<file path="src/hw/rtl/slrmq_pkg.sv">
// Shared constants, payload types and control interface types for the LCP range-minimum block.
`default_nettype none

package slrmq_pkg;

  localparam int MAX_SUFFIXES = 4096;
  localparam int TABLE_LEVELS = 13;

  localparam int IDX_W       = $clog2(MAX_SUFFIXES);
  localparam int CNT_W       = IDX_W + 1;
  localparam int LEVEL_W     = $clog2(TABLE_LEVELS + 1);
  localparam int LOG_W       = $clog2(IDX_W);
  localparam int TAB_ADDR_W  = LEVEL_W + IDX_W;
  localparam int TAB_DEPTH   = TABLE_LEVELS * MAX_SUFFIXES;
  localparam int HEIGHT_W    = 13;
  localparam int CFG_W       = 13;
  localparam int REQ_W       = 2;

  localparam logic [REQ_W-1:0] REQ_LOAD  = REQ_W'(0);
  localparam logic [REQ_W-1:0] REQ_BUILD = REQ_W'(1);
  localparam logic [REQ_W-1:0] REQ_QUERY = REQ_W'(2);

  typedef struct packed {
    logic [REQ_W-1:0]    req_type;
    logic [IDX_W-1:0]    index_a;
    logic [IDX_W-1:0]    index_b;
    logic [IDX_W-1:0]    rank_value;
    logic [HEIGHT_W-1:0] height_value;
  } slrmq_req_t;

  typedef struct packed {
    logic [HEIGHT_W-1:0] lcp_length;
    logic                status;
  } slrmq_rsp_t;

  typedef struct packed {
    logic accept;
    logic load_wr;
    logic build_start;
    logic next_level;
    logic build_wr;
    logic set_built;
    logic rank_eval;
    logic tab_query;
    logic min_eval;
    logic resp_load;
  } slrmq_cmd_t;

  typedef struct packed {
    logic level_ok;
    logic entry_ok;
    logic out_free;
  } slrmq_stat_t;

endpackage

`default_nettype wire

</file>
<file path="src/hw/rtl/slrmq_ctrl.sv">
// Controller state machine that sequences loads, table builds and queries.
`default_nettype none

module slrmq_ctrl (
  input  wire logic                       clk,
  input  wire logic                       rst,
  input  wire logic                       req_valid,
  input  wire logic [slrmq_pkg::REQ_W-1:0] req_type,
  output logic                            req_ready,
  input  wire slrmq_pkg::slrmq_stat_t     stat,
  output slrmq_pkg::slrmq_cmd_t           cmd
);

  typedef enum logic [2:0] {
    S_IDLE,
    S_LOAD,
    S_BUILD_CHK,
    S_BUILD_WR,
    S_Q_RANK,
    S_Q_READ,
    S_Q_MIN,
    S_RESP
  } state_t;

  state_t state;
  state_t state_next;

  assign req_ready = (state == S_IDLE);

  always_comb begin
    cmd        = '0;
    state_next = state;
    unique case (state)
      S_IDLE: begin
        if (req_valid) begin
          cmd.accept = 1'b1;
          unique case (req_type)
            slrmq_pkg::REQ_LOAD:  state_next = S_LOAD;
            slrmq_pkg::REQ_BUILD: begin
              cmd.build_start = 1'b1;
              state_next      = S_BUILD_CHK;
            end
            slrmq_pkg::REQ_QUERY: state_next = S_Q_RANK;
            default:              state_next = S_RESP;
          endcase
        end
      end
      S_LOAD: begin
        cmd.load_wr = 1'b1;
        state_next  = S_RESP;
      end
      S_BUILD_CHK: begin
        if (!stat.level_ok) begin
          cmd.set_built = 1'b1;
          state_next    = S_RESP;
        end else if (!stat.entry_ok) begin
          cmd.next_level = 1'b1;
        end else begin
          state_next = S_BUILD_WR;
        end
      end
      S_BUILD_WR: begin
        cmd.build_wr = 1'b1;
        state_next   = S_BUILD_CHK;
      end
      S_Q_RANK: begin
        cmd.rank_eval = 1'b1;
        state_next    = S_Q_READ;
      end
      S_Q_READ: begin
        cmd.tab_query = 1'b1;
        state_next    = S_Q_MIN;
      end
      S_Q_MIN: begin
        cmd.min_eval = 1'b1;
        state_next   = S_RESP;
      end
      S_RESP: begin
        if (stat.out_free) begin
          cmd.resp_load = 1'b1;
          state_next    = S_IDLE;
        end
      end
      default: state_next = S_IDLE;
    endcase
  end

  always_ff @(posedge clk) begin
    if (rst) begin
      state <= S_IDLE;
    end else begin
      state <= state_next;
    end
  end

endmodule

`default_nettype wire

</file>
<file path="config.mk">
export PLATFORM = sky130hd
export DESIGN_NAME = slrmq_ctrl
export DESIGN_NICKNAME = d
export VERILOG_FILES = /design/src/hw/rtl/slrmq_pkg.sv /design/src/hw/rtl/slrmq_ctrl.sv
export SDC_FILE = /design/constraint.sdc
export NUM_CORES = 1
export LEC_CHECK = 0
export BUFFER_PORTS_ARGS = -buffer_cell sky130_fd_sc_hd__buf_2
export CAP_MARGIN = 5
export CORE_AREA = 2 2 39 41
export CTS_BUF_LIST = sky130_fd_sc_hd__clkbuf_2 sky130_fd_sc_hd__clkbuf_4 sky130_fd_sc_hd__clkbuf_8
export CTS_CLUSTER_SIZE = 16
export DETAILED_ROUTE_END_ITERATION = 8
export DIE_AREA = 0 0 41 43
export GPL_TIMING_DRIVEN = 0
export SLEW_MARGIN = 5
export SYNTH_ARGS = -nofsm -noshare
export SYNTH_HDL_FRONTEND = slang
export SYNTH_SLANG_ARGS = --single-unit
</file>
<file path="constraint.sdc">
create_clock -name clk -period 2.2 [get_ports clk]
set_clock_uncertainty 0.15 [all_clocks]
set_input_delay 0.44 -clock clk [delete_from_list [all_inputs] [get_ports clk]]
set_output_delay 0.44 -clock clk [all_outputs]
set_load 0.03 [all_outputs]
</file>
==> flow_metrics.tcl <==
set metrics [dict create \
    finalCritPeriodShare_pct 90.7 \
    fillCellCount 152 \
    cts-root-buf "clkbuf_4" \
    finalNetCount 81 \
    rsz0062_at_grt "false" \
    cap_viol_max_count 0 \
    worstSetupEndpoint "cmd[7]" \
    r2r_start "state[2]" \
    yosysSeqAreaShare_pct 18.7 \
    holdWs_ps 308 \
    gp_congestion 0.670 \
    wl_um 792 \
    crit_start "state[1]" \
    r2r_setup_slack_ps 700 \
    dpl_cell_area_um2 432 \
    die_area_um2 1760 \
    yosys_warnings 0 \
    clock.fmax_ghz 0.501 \
    routed_via_density 4.38 \
    largest_reg_flops 3 \
    final_cell_mix "20 x buf_2, 9 x nor2_1, 6 x inv_1, 4 x clkbuf_4" \
    die_w_um 41 \
    critPathCaptureType "primary output" \
    synth_top_cell_area_share_pct 18.7 \
    syn_inst 47 \
    h-tree-depth 1 \
    worstMarginPinSlew_ps 338 \
    syn_area_per_cell_um2 6.84 \
    arrival_ps 1410 \
    remaining_drc_errors 0 \
    io_pins 19 \
    yosysUniqueCellTypes 22 \
    fin_util_pct 33.4 \
    setup_slack_ps 204 \
    regMostFlops "state" \
    grt_usage_pct 10.3 \
    num_rows 14 \
    dp_cells 81 \
    layout_commonest_cell "buf_2" \
    cts_inserted_buffers 3 \
    critPathKind "reg2out" \
    layout-drive-gt1-share_pct 40.6 \
    clock_latency_ps 230 \
    setup_viol 0 \
    yosys.area.top_type "dfxtp_1" \
    cts_hold_buf 0 \
    dr.pass1.iters 4 \
    insertedDiodeCount 0 \
    clock-sinks 3 \
    p_leak_nw 0.275 \
    dp_hpwl_um 634 \
    syn_nets 58 \
    drv_slew 0 \
    cts-resized-gates 0 \
    dp_slack_ps 436 \
    p_per_area_nw_per_um2 1500 \
    ff2ff_path_depth 4 \
    grt_max_degree 11 \
    required_ps 1610 \
    antenna_found_initial 0 \
    final_cell_area_um2 462 \
    drt_iter0_markers 14 \
    run_status "complete, no violations" \
    peakVddDrop_uv 403 \
    grt_pass1_vias 330 \
    clk_pin_slew_worst_paths_ps 40 \
    synth_seq_cells 3 \
    initial_core_util_pct 23.2 \
    routedWlPerCell_um 9.32 \
    cts_tree "done" \
    core_region_area_um2 1380 \
    layout.cells.non_filler 85 \
    syn_to_final_growth_pct 43.6 \
    via_count 372 \
    finalHoldViolations 0 \
    period_needed_ps 2000 \
    grt_pass1_wl_um 1200 \
    synthTopCellsByArea "dfxtp_1 19%, ha_1 12%, nor2_1 11%, inv_1 7.0%, and3_1 5.8%" \
    grt_overflow_total 0 \
    reg2reg_to "state[1]" \
    drtAntennaViolNets 0 \
    port_buffers 18 \
    relSlewSlack_pct 77.4 \
    setup_tns_ps 0 \
    cp-start-kind "flop" \
    total_power_mw 0.692 \
    die_h_um 43 \
    min_path_type "in2reg" \
    top_regs "state: 3 flops" \
    syn_area_um2 322 \
    post_cts_buffers 0 \
    clock_path_buffers 2 \
    cp_max_fo 10 \
]
==> cell families (layout without fill, tap and decap cells) <==
logic type / Yosys count / in the layout / synth area share [%]
buffers and inverters: 9 / 31 / 11.3
flip-flops: 3 / 3 / 18.7
AO/OA/AOI/OAI: 8 / 8 / 20.2
AND/OR/NAND/NOR: 24 / 24 / 38.1
adder cells (fa/ha/maj): 3 / 3 / 11.7
==> layer usage <==
metal / vias to the layer above / part of all wire, % / track usage (%) / routed length [um]
met2: 16 / 45 / 14.4 / 357
met4: 0 / 2.3 / 12.0 / 18
met3: 2 / 8.7 / 1.57 / 69
met5: - / 0 / 0 / 0
li1: 201 / - / - / -
met1: 153 / 44 / 11.5 / 347
==> synthesized netlist by cell type <==
cell type and instances:
nor2_1 9, inv_1 6, and3_1 3, dfxtp_1 3, ha_1 3, buf_2 2
nand2_1 2, nand2b_1 2, nand3_1 2, nor2b_1 2, o21ai_0 2, a2111oi_2 1
a21oi_1 1, a221oi_1 1, and2_1 1, inv_2 1, nor3_1 1, nor3_2 1
o21ba_1 1, o31a_1 1, o31ai_1 1, or2_2 1
==> report_power, final <==
group          internal, mW  switching, mW
sequential           0.0840         0.0352
combinational         0.157          0.308
clock                0.0802         0.0281
total                 0.321          0.371
==> worst max-delay path: stages, from the launching register on <==
cell and delay (ps):
dfxtp_1 320, buf_2 170, nor3_2 290, and3_1 190, buf_2 190
==> how the worst min path moves through the flow <==
stage	from	to	slack, ps	depth (start not counted)
2_1_floorplan	rst	state[1]	440	2
3_3_place_gp	state[0]	state[0]	490	2
3_5_place_dp	state[0]	state[0]	490	2
4_1_cts	rst	state[1]	300	3
5_1_grt	rst	state[1]	320	3
6_report	rst	state[1]	310	3
==> cell type report <==
class	count	area, um^2	area share (%)
plain buffers	2	10.0	2.17
clock buffers	4	30.0	6.50
inverters	7	26.3	5.69
multi-input cells	35	225	48.8
flip-flops and latches	3	60.1	13.0
well taps	16	20.0	4.34
repair buffers	18	90.1	19.5
Note: power is estimated with default switching activity, not from simulation.
